**config.mk**
```make
export PLATFORM = sky130hd
export DESIGN_NAME = probe_loss_rtt_monitor_flat
export DESIGN_NICKNAME = d
export VERILOG_FILES = /design/src/hdl/plm_pkg.sv /design/src/hdl/plm_in_if.sv /design/src/hdl/plm_out_if.sv /design/src/hdl/plm_regs.sv /design/src/hdl/plm_divider.sv /design/src/hdl/probe_loss_rtt_monitor.sv /design/src/flat_wrapper.sv
export SDC_FILE = /design/constraint.sdc
export NUM_CORES = 2
export LEC_CHECK = 0
export BUFFER_PORTS_ARGS = -buffer_cell sky130_fd_sc_hd__buf_2
export CELL_PAD_IN_SITES_DETAIL_PLACEMENT = 1
export CELL_PAD_IN_SITES_GLOBAL_PLACEMENT = 1
export CORE_MARGIN = 4
export CORE_UTILIZATION = 43
export CTS_CLUSTER_SIZE = 14
export DETAILED_ROUTE_END_ITERATION = 8
export GPL_ROUTABILITY_DRIVEN = 0
export PLACE_DENSITY_LB_ADDON = 0.1
export SLEW_MARGIN = 20
export SYNTH_ARGS = -nofsm -noshare
export SYNTH_HDL_FRONTEND = slang
export SYNTH_SLANG_ARGS = --single-unit
```
**constraint.sdc**
```tcl
create_clock -name clk -period 4.76 [get_ports clk]
set_input_delay 0.476 -clock clk [delete_from_list [all_inputs] [get_ports clk]]
set_output_delay 0.476 -clock clk [all_outputs]
set_load 0.02 [all_outputs]
```
**src/hdl/plm_pkg.sv**
```systemverilog
`timescale 1ns / 1ps
`default_nettype none
// ----------------------------------------------------------------------------
// plm_pkg
// Shared constants and types of the probe loss and RTT monitor.
// ----------------------------------------------------------------------------
package plm_pkg;

    // Configuration port geometry.
    localparam int PADDR_W = 4;

    // Register indexes, taken from paddr[3:2].
    typedef enum logic [1:0] {
        REG_RUN_LOSS_LIMIT    = 2'd0,
        REG_WINDOW_MINUTES    = 2'd1,
        REG_WINDOW_LOSS_LIMIT = 2'd2
    } reg_idx_t;

    // Window close codes carried in window_event.
    typedef enum logic [1:0] {
        WEV_NONE      = 2'd0,
        WEV_RECORD    = 2'd1,
        WEV_NO_RECORD = 2'd2
    } wevent_t;

    // Arithmetic constants.
    localparam logic [6:0]  PCT_FULL        = 7'd100;
    localparam logic [25:0] USEC_PER_MINUTE = 26'd60000000;
    localparam int          SPAN_W          = 33;

    // Serial divider: the dividend is wide enough for lost_count * 100.
    localparam int DIV_W     = 39;
    localparam int DIV_CNT_W = $clog2(DIV_W + 1);

    // Configuration as seen by the core, with the window length in usec.
    typedef struct packed {
        logic [15:0]       run_loss_limit;
        logic [6:0]        window_minutes;
        logic [6:0]        window_loss_limit;
        logic [SPAN_W-1:0] window_span;
    } cfg_t;

    // Divider request and response.
    typedef struct packed {
        logic             start;
        logic [DIV_W-1:0] dividend;
        logic [31:0]      divisor;
    } div_req_t;

    typedef struct packed {
        logic             done;
        logic [DIV_W-1:0] quotient;
    } div_rsp_t;

endpackage
`default_nettype wire

```
**src/hdl/plm_in_if.sv**
```systemverilog
`timescale 1ns / 1ps
`default_nettype none
// ----------------------------------------------------------------------------
// plm_in_if
// Probe channel: one word per test probe, valid/ready handshake.
// ----------------------------------------------------------------------------
interface plm_in_if;

    logic        valid;
    logic        ready;
    logic        send_ok;
    logic        reply_seen;
    logic        stamp_valid;
    logic [31:0] rtt_usec;
    logic [31:0] now_usec;

    modport source (
        output valid, send_ok, reply_seen, stamp_valid, rtt_usec, now_usec,
        input  ready
    );

    modport sink (
        input  valid, send_ok, reply_seen, stamp_valid, rtt_usec, now_usec,
        output ready
    );

endinterface
`default_nettype wire

```
**src/hdl/plm_out_if.sv**
```systemverilog
`timescale 1ns / 1ps
`default_nettype none
// ----------------------------------------------------------------------------
// plm_out_if
// Result channel: one status word per probe, valid/ready handshake.
// ----------------------------------------------------------------------------
interface plm_out_if;

    logic        valid;
    logic        ready;
    logic        source_valid;
    logic [31:0] probes_sent;
    logic [31:0] probes_lost;
    logic [6:0]  loss_pct;
    logic [31:0] loss_run;
    logic [31:0] rtt_min;
    logic [31:0] rtt_max;
    logic [31:0] rtt_avg;
    logic        run_alarm;
    logic        window_alarm;
    logic [1:0]  window_event;

    modport source (
        output valid, source_valid, probes_sent, probes_lost, loss_pct, loss_run,
               rtt_min, rtt_max, rtt_avg, run_alarm, window_alarm, window_event,
        input  ready
    );

    modport sink (
        input  valid, source_valid, probes_sent, probes_lost, loss_pct, loss_run,
               rtt_min, rtt_max, rtt_avg, run_alarm, window_alarm, window_event,
        output ready
    );

endinterface
`default_nettype wire

```
**src/hdl/plm_regs.sv**
```systemverilog
`timescale 1ns / 1ps
`default_nettype none
// ----------------------------------------------------------------------------
// plm_regs
// APB register file: run limit, window length and window loss limit.
// The window length in microseconds is worked out once, on the write.
// ----------------------------------------------------------------------------
module plm_regs import plm_pkg::*; (
    input  logic               clk,
    input  logic               rst_n,
    input  logic               psel,
    input  logic               penable,
    input  logic               pwrite,
    input  logic [PADDR_W-1:0] paddr,
    input  logic [31:0]        pwdata,
    output logic [31:0]        prdata,
    output logic               pready,
    output cfg_t               cfg
);

    cfg_t     cfg_reg;
    cfg_t     cfg_next;
    logic     wr_en;
    reg_idx_t idx;

    assign pready = 1'b1;
    assign wr_en  = psel && penable && pwrite;
    assign idx    = reg_idx_t'(paddr[3:2]);
    assign cfg    = cfg_reg;

    // Register writes.
    always_comb
    begin
        cfg_next = cfg_reg;
        if (wr_en)
        begin
            case (idx)
                REG_RUN_LOSS_LIMIT:
                begin
                    cfg_next.run_loss_limit = pwdata[15:0];
                end
                REG_WINDOW_MINUTES:
                begin
                    cfg_next.window_minutes = pwdata[6:0];
                    cfg_next.window_span    = SPAN_W'(pwdata[6:0])
                                              * SPAN_W'(USEC_PER_MINUTE);
                end
                REG_WINDOW_LOSS_LIMIT:
                begin
                    cfg_next.window_loss_limit = pwdata[6:0];
                end
                default:
                begin
                    cfg_next = cfg_reg;
                end
            endcase
        end
    end

    // Read-back mux.
    always_comb
    begin
        case (idx)
            REG_RUN_LOSS_LIMIT:    prdata = {16'd0, cfg_reg.run_loss_limit};
            REG_WINDOW_MINUTES:    prdata = {25'd0, cfg_reg.window_minutes};
            REG_WINDOW_LOSS_LIMIT: prdata = {25'd0, cfg_reg.window_loss_limit};
            default:               prdata = 32'd0;
        endcase
    end

    always_ff @(posedge clk or negedge rst_n)
    begin
        if (!rst_n)
        begin
            cfg_reg <= '0;
        end
        else
        begin
            cfg_reg <= cfg_next;
        end
    end

endmodule
`default_nettype wire

```
**src/hdl/plm_divider.sv**
```systemverilog
`timescale 1ns / 1ps
`default_nettype none
// ----------------------------------------------------------------------------
// plm_divider
// Bit-serial restoring divider: one quotient bit per cycle.
// ----------------------------------------------------------------------------
module plm_divider import plm_pkg::*; (
    input  logic     clk,
    input  logic     rst_n,
    input  div_req_t req,
    output div_rsp_t rsp
);

    logic [DIV_W-1:0]     dq_reg;
    logic [DIV_W-1:0]     dq_next;
    logic [31:0]          rem_reg;
    logic [31:0]          rem_next;
    logic [31:0]          dsr_reg;
    logic [31:0]          dsr_next;
    logic [DIV_CNT_W-1:0] cnt_reg;
    logic [DIV_CNT_W-1:0] cnt_next;
    logic                 busy_reg;
    logic                 busy_next;
    logic                 done_reg;
    logic                 done_next;
    logic [32:0]          shifted;
    logic [33:0]          diff;
    logic                 fits;

    // One trial subtraction: remainder with the next dividend bit shifted in.
    assign shifted = {rem_reg, dq_reg[DIV_W-1]};
    assign diff    = {1'b0, shifted} - {2'b00, dsr_reg};
    assign fits    = !diff[33];

    assign rsp.done     = done_reg;
    assign rsp.quotient = dq_reg;

    always_comb
    begin
        dq_next   = dq_reg;
        rem_next  = rem_reg;
        dsr_next  = dsr_reg;
        cnt_next  = cnt_reg;
        busy_next = busy_reg;
        done_next = 1'b0;
        if (req.start)
        begin
            dq_next   = req.dividend;
            rem_next  = 32'd0;
            dsr_next  = req.divisor;
            cnt_next  = DIV_CNT_W'(DIV_W);
            busy_next = 1'b1;
        end
        else if (busy_reg)
        begin
            // Dividend bits leave at the top, quotient bits enter at the bottom.
            dq_next  = {dq_reg[DIV_W-2:0], fits};
            rem_next = fits ? diff[31:0] : shifted[31:0];
            cnt_next = cnt_reg - DIV_CNT_W'(1);
            if (cnt_reg == DIV_CNT_W'(1))
            begin
                busy_next = 1'b0;
                done_next = 1'b1;
            end
        end
    end

    always_ff @(posedge clk or negedge rst_n)
    begin
        if (!rst_n)
        begin
            dq_reg   <= '0;
            rem_reg  <= '0;
            dsr_reg  <= '0;
            cnt_reg  <= '0;
            busy_reg <= 1'b0;
            done_reg <= 1'b0;
        end
        else
        begin
            dq_reg   <= dq_next;
            rem_reg  <= rem_next;
            dsr_reg  <= dsr_next;
            cnt_reg  <= cnt_next;
            busy_reg <= busy_next;
            done_reg <= done_next;
        end
    end

endmodule
`default_nettype wire

```
**src/hdl/probe_loss_rtt_monitor.sv**
```systemverilog
`timescale 1ns / 1ps
`default_nettype none
// ----------------------------------------------------------------------------
// probe_loss_rtt_monitor
// Loss and round-trip monitor for a stream of test probes. Counts sent and
// lost probes, tracks the loss run, keeps RTT min/max/average and closes the
// loss averaging window with a percent, an alarm and a record flag.
//
//   Channel   Kind        Direction   Word
//   probe     valid/ready in          one probe report
//   result    valid/ready out         one status word per probe
//   apb       APB         in/out      three configuration registers
//
// A failed send goes straight to the emit step. A sent probe passes the
// average and percent steps, the close step when the window closes, and the
// emit step; the serial divider runs once for the average when the RTT total
// and the received count are nonzero, once for the loss percent on a close.
// Reset is asynchronous, active low, and clears all statistics at once.
// The result sits in an output register; a stalled result holds the block
// only when the next word is ready to be written.
// ----------------------------------------------------------------------------
module probe_loss_rtt_monitor import plm_pkg::*; (
    input  logic               clk,
    input  logic               rst_n,
    plm_in_if.sink             probe,
    plm_out_if.source          result,
    input  logic               psel,
    input  logic               penable,
    input  logic               pwrite,
    input  logic [PADDR_W-1:0] paddr,
    input  logic [31:0]        pwdata,
    output logic [31:0]        prdata,
    output logic               pready
);

    typedef enum logic [2:0] {
        S_IDLE,
        S_MEAN,
        S_MEAN_WAIT,
        S_PCT,
        S_PCT_WAIT,
        S_CLOSE,
        S_EMIT
    } state_t;

    typedef struct packed {
        logic [31:0] sent;
        logic [31:0] lost;
        logic [31:0] total;
        logic [31:0] lowest;
        logic [31:0] highest;
        logic [31:0] mean;
        logic [6:0]  pct;
        logic [31:0] run;
        logic        flagged;
        logic [31:0] wstart;
        logic        started;
    } stats_t;

    typedef struct packed {
        logic        source_valid;
        logic [31:0] probes_sent;
        logic [31:0] probes_lost;
        logic [6:0]  loss_pct;
        logic [31:0] loss_run;
        logic [31:0] rtt_min;
        logic [31:0] rtt_max;
        logic [31:0] rtt_avg;
        logic        run_alarm;
        logic        window_alarm;
        wevent_t     window_event;
    } result_t;

    cfg_t        cfg;
    div_req_t    div_req;
    div_rsp_t    div_rsp;

    state_t      state_reg;
    state_t      state_next;
    stats_t      st_reg;
    stats_t      st_next;
    logic        send_ok_reg;
    logic        send_ok_next;
    logic        reply_reg;
    logic        reply_next;
    logic [31:0] now_reg;
    logic [31:0] now_next;
    logic        expired_reg;
    logic        expired_next;
    logic        ralarm_reg;
    logic        ralarm_next;
    logic        walarm_reg;
    logic        walarm_next;
    wevent_t     wevent_reg;
    wevent_t     wevent_next;
    logic [31:0] snap_min_reg;
    logic [31:0] snap_min_next;
    logic [31:0] snap_max_reg;
    logic [31:0] snap_max_next;
    logic [31:0] snap_avg_reg;
    logic [31:0] snap_avg_next;
    logic        out_valid_reg;
    logic        out_valid_next;
    result_t     out_reg;
    result_t     out_next;

    logic             accept;
    logic [31:0]      ws_eff;
    logic [31:0]      elapsed;
    logic [31:0]      run_inc;
    logic [31:0]      recvd;
    logic [DIV_W-1:0] lost_x100;
    logic [6:0]       pct_q;

    plm_regs u_regs (
        .clk     (clk),
        .rst_n   (rst_n),
        .psel    (psel),
        .penable (penable),
        .pwrite  (pwrite),
        .paddr   (paddr),
        .pwdata  (pwdata),
        .prdata  (prdata),
        .pready  (pready),
        .cfg     (cfg)
    );

    plm_divider u_div (
        .clk   (clk),
        .rst_n (rst_n),
        .req   (div_req),
        .rsp   (div_rsp)
    );

    // Handshake.
    assign probe.ready = (state_reg == S_IDLE);
    assign accept      = probe.valid && probe.ready;

    // Window age; the first probe opens the window at its own time.
    assign ws_eff  = st_reg.started ? st_reg.wstart : probe.now_usec;
    assign elapsed = probe.now_usec - ws_eff;

    assign run_inc   = st_reg.run + 32'd1;
    assign recvd     = st_reg.sent - st_reg.lost;
    assign lost_x100 = DIV_W'(st_reg.lost) * DIV_W'(PCT_FULL);

    // Loss percent limited to full loss.
    assign pct_q = (div_rsp.quotient > DIV_W'(PCT_FULL)) ? PCT_FULL
                                                        : div_rsp.quotient[6:0];

    // Result port.
    assign result.valid        = out_valid_reg;
    assign result.source_valid = out_reg.source_valid;
    assign result.probes_sent  = out_reg.probes_sent;
    assign result.probes_lost  = out_reg.probes_lost;
    assign result.loss_pct     = out_reg.loss_pct;
    assign result.loss_run     = out_reg.loss_run;
    assign result.rtt_min      = out_reg.rtt_min;
    assign result.rtt_max      = out_reg.rtt_max;
    assign result.rtt_avg      = out_reg.rtt_avg;
    assign result.run_alarm    = out_reg.run_alarm;
    assign result.window_alarm = out_reg.window_alarm;
    assign result.window_event = out_reg.window_event;

    // Sequencer: update, average, loss percent, window close, emit.
    always_comb
    begin
        state_next     = state_reg;
        st_next        = st_reg;
        send_ok_next   = send_ok_reg;
        reply_next     = reply_reg;
        now_next       = now_reg;
        expired_next   = expired_reg;
        ralarm_next    = ralarm_reg;
        walarm_next    = walarm_reg;
        wevent_next    = wevent_reg;
        snap_min_next  = snap_min_reg;
        snap_max_next  = snap_max_reg;
        snap_avg_next  = snap_avg_reg;
        out_valid_next = out_valid_reg;
        out_next       = out_reg;
        div_req        = '0;

        if (out_valid_reg && result.ready)
        begin
            out_valid_next = 1'b0;
        end

        case (state_reg)
            S_IDLE:
            begin
                if (accept)
                begin
                    send_ok_next = probe.send_ok;
                    reply_next   = probe.reply_seen;
                    now_next     = probe.now_usec;
                    ralarm_next  = 1'b0;
                    walarm_next  = 1'b0;
                    wevent_next  = WEV_NONE;
                    expired_next = probe.send_ok
                                   && ({1'b0, elapsed} >= cfg.window_span);
                    if (!st_reg.started)
                    begin
                        st_next.wstart  = probe.now_usec;
                        st_next.started = 1'b1;
                    end
                    if (probe.send_ok)
                    begin
                        st_next.sent = st_reg.sent + 32'd1;
                        if (!probe.reply_seen)
                        begin
                            // Lost probe extends the run; alarm once per run.
                            st_next.lost = st_reg.lost + 32'd1;
                            st_next.run  = run_inc;
                            if ((run_inc > {16'd0, cfg.run_loss_limit}) && !st_reg.flagged)
                            begin
                                ralarm_next     = 1'b1;
                                st_next.flagged = 1'b1;
                            end
                        end
                        else
                        begin
                            // A stored zero min or max counts as empty.
                            if (probe.stamp_valid)
                            begin
                                if ((st_reg.lowest == 32'd0) || (probe.rtt_usec < st_reg.lowest))
                                begin
                                    st_next.lowest = probe.rtt_usec;
                                end
                                if ((st_reg.highest == 32'd0) || (probe.rtt_usec > st_reg.highest))
                                begin
                                    st_next.highest = probe.rtt_usec;
                                end
                                st_next.total = st_reg.total + probe.rtt_usec;
                            end
                            st_next.run     = 32'd0;
                            st_next.flagged = 1'b0;
                        end
                        state_next = S_MEAN;
                    end
                    else
                    begin
                        state_next = S_EMIT;
                    end
                end
            end

            S_MEAN:
            begin
                // Average over received probes; kept when nothing to divide.
                if ((st_reg.total != 32'd0) && (recvd != 32'd0))
                begin
                    div_req.start    = 1'b1;
                    div_req.dividend = DIV_W'(st_reg.total);
                    div_req.divisor  = recvd;
                    state_next       = S_MEAN_WAIT;
                end
                else
                begin
                    state_next = S_PCT;
                end
            end

            S_MEAN_WAIT:
            begin
                if (div_rsp.done)
                begin
                    st_next.mean = div_rsp.quotient[31:0];
                    state_next   = S_PCT;
                end
            end

            S_PCT:
            begin
                if (expired_reg)
                begin
                    if (st_reg.sent != 32'd0)
                    begin
                        div_req.start    = 1'b1;
                        div_req.dividend = lost_x100;
                        div_req.divisor  = st_reg.sent;
                        state_next       = S_PCT_WAIT;
                    end
                    else
                    begin
                        st_next.pct = 7'd0;
                        state_next  = S_CLOSE;
                    end
                end
                else
                begin
                    state_next = S_EMIT;
                end
            end

            S_PCT_WAIT:
            begin
                if (div_rsp.done)
                begin
                    st_next.pct = pct_q;
                    state_next  = S_CLOSE;
                end
            end

            S_CLOSE:
            begin
                // Report the closed window, then start a fresh one.
                walarm_next = (st_reg.pct > cfg.window_loss_limit);
                if (!reply_reg && (st_reg.pct == PCT_FULL))
                begin
                    wevent_next = WEV_NO_RECORD;
                end
                else
                begin
                    wevent_next = WEV_RECORD;
                end
                snap_min_next   = st_reg.lowest;
                snap_max_next   = st_reg.highest;
                snap_avg_next   = st_reg.mean;
                st_next.total   = 32'd0;
                st_next.lost    = 32'd0;
                st_next.sent    = 32'd0;
                st_next.lowest  = 32'd0;
                st_next.highest = 32'd0;
                st_next.mean    = 32'd0;
                st_next.wstart  = now_reg;
                state_next      = S_EMIT;
            end

            S_EMIT:
            begin
                if (!out_valid_reg || result.ready)
                begin
                    out_valid_next        = 1'b1;
                    out_next.source_valid = send_ok_reg;
                    out_next.probes_sent  = st_reg.sent;
                    out_next.probes_lost  = st_reg.lost;
                    out_next.loss_pct     = st_reg.pct;
                    out_next.loss_run     = st_reg.run;
                    out_next.run_alarm    = ralarm_reg;
                    out_next.window_alarm = walarm_reg;
                    out_next.window_event = wevent_reg;
                    if (wevent_reg != WEV_NONE)
                    begin
                        out_next.rtt_min = snap_min_reg;
                        out_next.rtt_max = snap_max_reg;
                        out_next.rtt_avg = snap_avg_reg;
                    end
                    else
                    begin
                        out_next.rtt_min = st_reg.lowest;
                        out_next.rtt_max = st_reg.highest;
                        out_next.rtt_avg = st_reg.mean;
                    end
                    state_next = S_IDLE;
                end
            end

            default:
            begin
                state_next = S_IDLE;
            end
        endcase
    end

    always_ff @(posedge clk or negedge rst_n)
    begin
        if (!rst_n)
        begin
            state_reg     <= S_IDLE;
            st_reg        <= '0;
            send_ok_reg   <= 1'b0;
            reply_reg     <= 1'b0;
            now_reg       <= '0;
            expired_reg   <= 1'b0;
            ralarm_reg    <= 1'b0;
            walarm_reg    <= 1'b0;
            wevent_reg    <= WEV_NONE;
            snap_min_reg  <= '0;
            snap_max_reg  <= '0;
            snap_avg_reg  <= '0;
            out_valid_reg <= 1'b0;
            out_reg       <= '0;
        end
        else
        begin
            state_reg     <= state_next;
            st_reg        <= st_next;
            send_ok_reg   <= send_ok_next;
            reply_reg     <= reply_next;
            now_reg       <= now_next;
            expired_reg   <= expired_next;
            ralarm_reg    <= ralarm_next;
            walarm_reg    <= walarm_next;
            wevent_reg    <= wevent_next;
            snap_min_reg  <= snap_min_next;
            snap_max_reg  <= snap_max_next;
            snap_avg_reg  <= snap_avg_next;
            out_valid_reg <= out_valid_next;
            out_reg       <= out_next;
        end
    end

endmodule
`default_nettype wire

```
**src/flat_wrapper.sv**
```systemverilog
// flat-port wrapper written by rule: the top's interface ports become plain ports
module probe_loss_rtt_monitor_flat import plm_pkg::*;
  (clk, rst_n, psel, penable, pwrite, paddr, pwdata, prdata, pready, probe_valid, probe_send_ok, probe_reply_seen, probe_stamp_valid, probe_rtt_usec, probe_now_usec, probe_ready, result_valid, result_source_valid, result_probes_sent, result_probes_lost, result_loss_pct, result_loss_run, result_rtt_min, result_rtt_max, result_rtt_avg, result_run_alarm, result_window_alarm, result_window_event, result_ready);
  plm_in_if probe_i ();
  plm_out_if result_i ();
  input  logic clk;
  input  logic rst_n;
  input  logic psel;
  input  logic penable;
  input  logic pwrite;
  input  logic [PADDR_W-1:0] paddr;
  input  logic [31:0] pwdata;
  output logic [31:0] prdata;
  output logic pready;
  input wire logic [$bits(probe_i.valid)-1:0] probe_valid;
  input wire logic [$bits(probe_i.send_ok)-1:0] probe_send_ok;
  input wire logic [$bits(probe_i.reply_seen)-1:0] probe_reply_seen;
  input wire logic [$bits(probe_i.stamp_valid)-1:0] probe_stamp_valid;
  input wire logic [$bits(probe_i.rtt_usec)-1:0] probe_rtt_usec;
  input wire logic [$bits(probe_i.now_usec)-1:0] probe_now_usec;
  output wire logic [$bits(probe_i.ready)-1:0] probe_ready;
  output wire logic [$bits(result_i.valid)-1:0] result_valid;
  output wire logic [$bits(result_i.source_valid)-1:0] result_source_valid;
  output wire logic [$bits(result_i.probes_sent)-1:0] result_probes_sent;
  output wire logic [$bits(result_i.probes_lost)-1:0] result_probes_lost;
  output wire logic [$bits(result_i.loss_pct)-1:0] result_loss_pct;
  output wire logic [$bits(result_i.loss_run)-1:0] result_loss_run;
  output wire logic [$bits(result_i.rtt_min)-1:0] result_rtt_min;
  output wire logic [$bits(result_i.rtt_max)-1:0] result_rtt_max;
  output wire logic [$bits(result_i.rtt_avg)-1:0] result_rtt_avg;
  output wire logic [$bits(result_i.run_alarm)-1:0] result_run_alarm;
  output wire logic [$bits(result_i.window_alarm)-1:0] result_window_alarm;
  output wire logic [$bits(result_i.window_event)-1:0] result_window_event;
  input wire logic [$bits(result_i.ready)-1:0] result_ready;
  assign probe_i.valid = probe_valid;
  assign probe_i.send_ok = probe_send_ok;
  assign probe_i.reply_seen = probe_reply_seen;
  assign probe_i.stamp_valid = probe_stamp_valid;
  assign probe_i.rtt_usec = probe_rtt_usec;
  assign probe_i.now_usec = probe_now_usec;
  assign probe_ready = probe_i.ready;
  assign result_valid = result_i.valid;
  assign result_source_valid = result_i.source_valid;
  assign result_probes_sent = result_i.probes_sent;
  assign result_probes_lost = result_i.probes_lost;
  assign result_loss_pct = result_i.loss_pct;
  assign result_loss_run = result_i.loss_run;
  assign result_rtt_min = result_i.rtt_min;
  assign result_rtt_max = result_i.rtt_max;
  assign result_rtt_avg = result_i.rtt_avg;
  assign result_run_alarm = result_i.run_alarm;
  assign result_window_alarm = result_i.window_alarm;
  assign result_window_event = result_i.window_event;
  assign result_i.ready = result_ready;
  probe_loss_rtt_monitor u_core (.clk(clk), .rst_n(rst_n), .probe(probe_i), .result(result_i), .psel(psel), .penable(penable), .pwrite(pwrite), .paddr(paddr), .pwdata(pwdata), .prdata(prdata), .pready(pready));
endmodule
```
==> impl_metrics.tcl <==
set metrics [dict create \
    holdCritPathClass "primary input to flop" \
    clk_pin_slew_ps 60 \
    numCtsBuffers 91 \
    first_iter_violations 2000 \
    place_area_mm2 0.05164 \
    synthDominantCellAreaShare_pct 40.44 \
    rows 122 \
    wl_per_cell_um 21.18 \
    cp-end-kind "flop" \
    synth_edf_count 0 \
    setup-tns-final_ps 0 \
    rsz0062_at_grt "yes" \
    synth.avg_cell_area_um2 9.473 \
    drive_above_1_share_pct 16.38 \
    synth_seq_cells 773 \
    critPathArrivalTime_ps 5100 \
    slew_violations 0 \
    worst_setup_path_start_kind "flop" \
    track_usage_pct 25.10 \
    leakagePower_nw 27.69 \
    ys_seq_area_share_pct 40.44 \
    cts_max_level 3 \
    wl_mm 147.0 \
    dp_slack_ps -54.55 \
    grt-ovfl-total 0 \
    clkSinkCount 773 \
    hold_start "probe_now_usec[31]" \
    post-route-min-period_ps 4561 \
    p_per_area_mw_per_mm2 661.5 \
    max_freq_mhz 219.3 \
    r2r_setup_slack_ps 200 \
    viasPerCell 5.558 \
    synth-warning-count 0 \
    holdPathEnd "u_core.now_reg[31]" \
    stdcell_area_mm2 0.05504 \
    worstSetupPathType "flop to flop" \
    synth_top_cell_by_area "dfrtp_1" \
    crit_top_cell "a21oi_2" \
    yosysUniqueCellTypes 91 \
    largest_register_ffs 265 \
    clock_path_buffers 3 \
    tightest_slew_ps 940.8 \
    final-instance-count-excl-fill 6939 \
    ioPinCount 349 \
    dr.pass1.iters 5 \
    synth.area.top_cells "dfrtp_1, ha_1, mux2_2" \
    critPathMaxStageDelay_ps 470 \
    syn2layout_area_growth_pct 15.08 \
    clock_skew_ps 28.91 \
    core_area_mm2 0.1105 \
    netlist_area_mm2 0.04783 \
    grt_max_degree 178 \
    port_buffers 313 \
    relSlewSlack_pct 37.28 \
    ant_nets 0 \
    holdPathStages 3 \
    synthCells 5049 \
    antenna_found_initial 7 \
    drc 0 \
    initial_utilization_pct 43.28 \
    final_core_util_pct 49.81 \
    cts_tree "yes" \
    clock_latency_ps 690 \
    peakVddDrop_mv 0.3265 \
    crit_slowest_cell "dfrtp_2" \
    required_ps 5300 \
    reg2reg_from "u_core.st_reg[0]" \
    timing.rr.end "u_core.expired_reg" \
    die_h_um 341.5 \
    async_reset_ff_share_pct 100.0 \
    cap_viol_max_count 0 \
    ys.flop_type "dfrtp_1" \
    nNetsFinal 5930 \
    vias 38560 \
    placedCellCount 6757 \
    synth_common_cells "dfrtp_1, nand2_1, ha_1, inv_1, nor2_1" \
    grt_pass1_vias 40930 \
    min_period_over_period_pct 95.81 \
    yosysMostFrequentCell "dfrtp_1" \
    chipWidth_um 341.5 \
    finalHoldViolCount 0 \
    cp_max_fo 6 \
    finalSetupViolCount 0 \
    fin_ws_ps 199.3 \
    cts_root_buf "clkbuf_16" \
    post-dp-hpwl_mm 109.7 \
    dieArea_mm2 0.1166 \
    grt_pass1_wl_mm 234.3 \
    worst_r2r_path_depth 25 \
    status "complete, no violations" \
]
## metal layers
metal	share of wire, %	GRT usage (%)
met5	0.0088	0
met4	3.1	7.798
met1	46	33.40
met3	3.2	3.209
met2	48	42.70
## final cells by class
class,count,area [um2]
Antenna cell,4,10.01
Clock buffer,132,2651
Multi-Input combinational cell,3656,26220
Clock inverter,34,531.8
Sequential cell,773,19350
Fill cell,12640,55470
Timing Repair Buffer,473,3002
Tap cell,1488,1862
Inverter,379,1423
## what timing repair did
| item | 4_1_cts | 5_1_grt |
|---|---|---|
| hold buffers | 10 | 0 |
| endpoints found under the setup margin | 50 | 63 |
| buffers inserted | 0 | 2 |
| pin swaps | 0 | 20 |
| endpoints found under the hold margin | 82 | 0 |
| gates resized for setup | 1 | 25 |
## stage by stage
stage / hold WS [ps] / total power [mW]
2_1_floorplan: 180.4 / 23.15
3_3_place_gp: 456.4 / 28.26
3_5_place_dp: 461.3 / 28.86
4_1_cts: 1.779 / 36.66
5_1_grt: 40.19 / 39.43
6_report: 47.84 / 36.41
## power breakdown
part | total, mW | internal, mW | switching, mW
sequential | 10.9 | 8.82 | 2.03
clock | 7.48 | 4.48 | 3.00
combinational | 18.1 | 7.83 | 10.3
## worst max path at each step
stage | start | endpoint | cells past startpoint
2_1_floorplan | u_core.st_reg[0] | u_core.expired_reg | 25
4_1_cts | u_core.st_reg[0] | u_core.expired_reg | 25
3_5_place_dp | probe_now_usec[1] | u_core.expired_reg | 26
5_1_grt | u_core.st_reg[0] | u_core.expired_reg | 25
6_report | u_core.st_reg[0] | u_core.expired_reg | 25
3_3_place_gp | probe_now_usec[1] | u_core.expired_reg | 26
## placed cells by master, fill, tap and decap left out, types with 87 or more instances in the layout
cell type | Yosys | final
xnor2_1 | 125 | 125
buf_2 | 5 | 312
mux2_2 | 205 | 205
buf_4 | 17 | 132
nor2_1 | 364 | 360
clkbuf_16 | 0 | 91
inv_1 | 379 | 379
dfrtp_1 | 773 | 771
o21ai_0 | 277 | 271
mux2i_1 | 165 | 165
a21oi_1 | 310 | 301
a21o_1 | 87 | 87
nand2_1 | 581 | 577
ha_1 | 400 | 400
## cells by family after synthesis
group                    synth area share [%]
XOR/XNOR                                3.626
adder cells (fa/ha/maj)                 12.39
AO/OA/AOI/OAI                           15.74
multiplexers                            8.311
other                                 0.01570
flip-flops                              40.44
AND/OR/NAND/NOR                         14.19
buffers and inverters                   5.287
## worst max-delay path, delay by kind of cell (launching register included)
| family | cells | cell delay, ps |
|---|---|---|
| flops | 1 | 470 |
| mux | 1 | 110 |
| simple gates | 7 | 740 |
| fa+ha+maj | 2 | 640 |
| buf+inv | 1 | 140 |
| compound gates | 14 | 2330 |
Note: power is estimated with default switching activity, not from simulation.
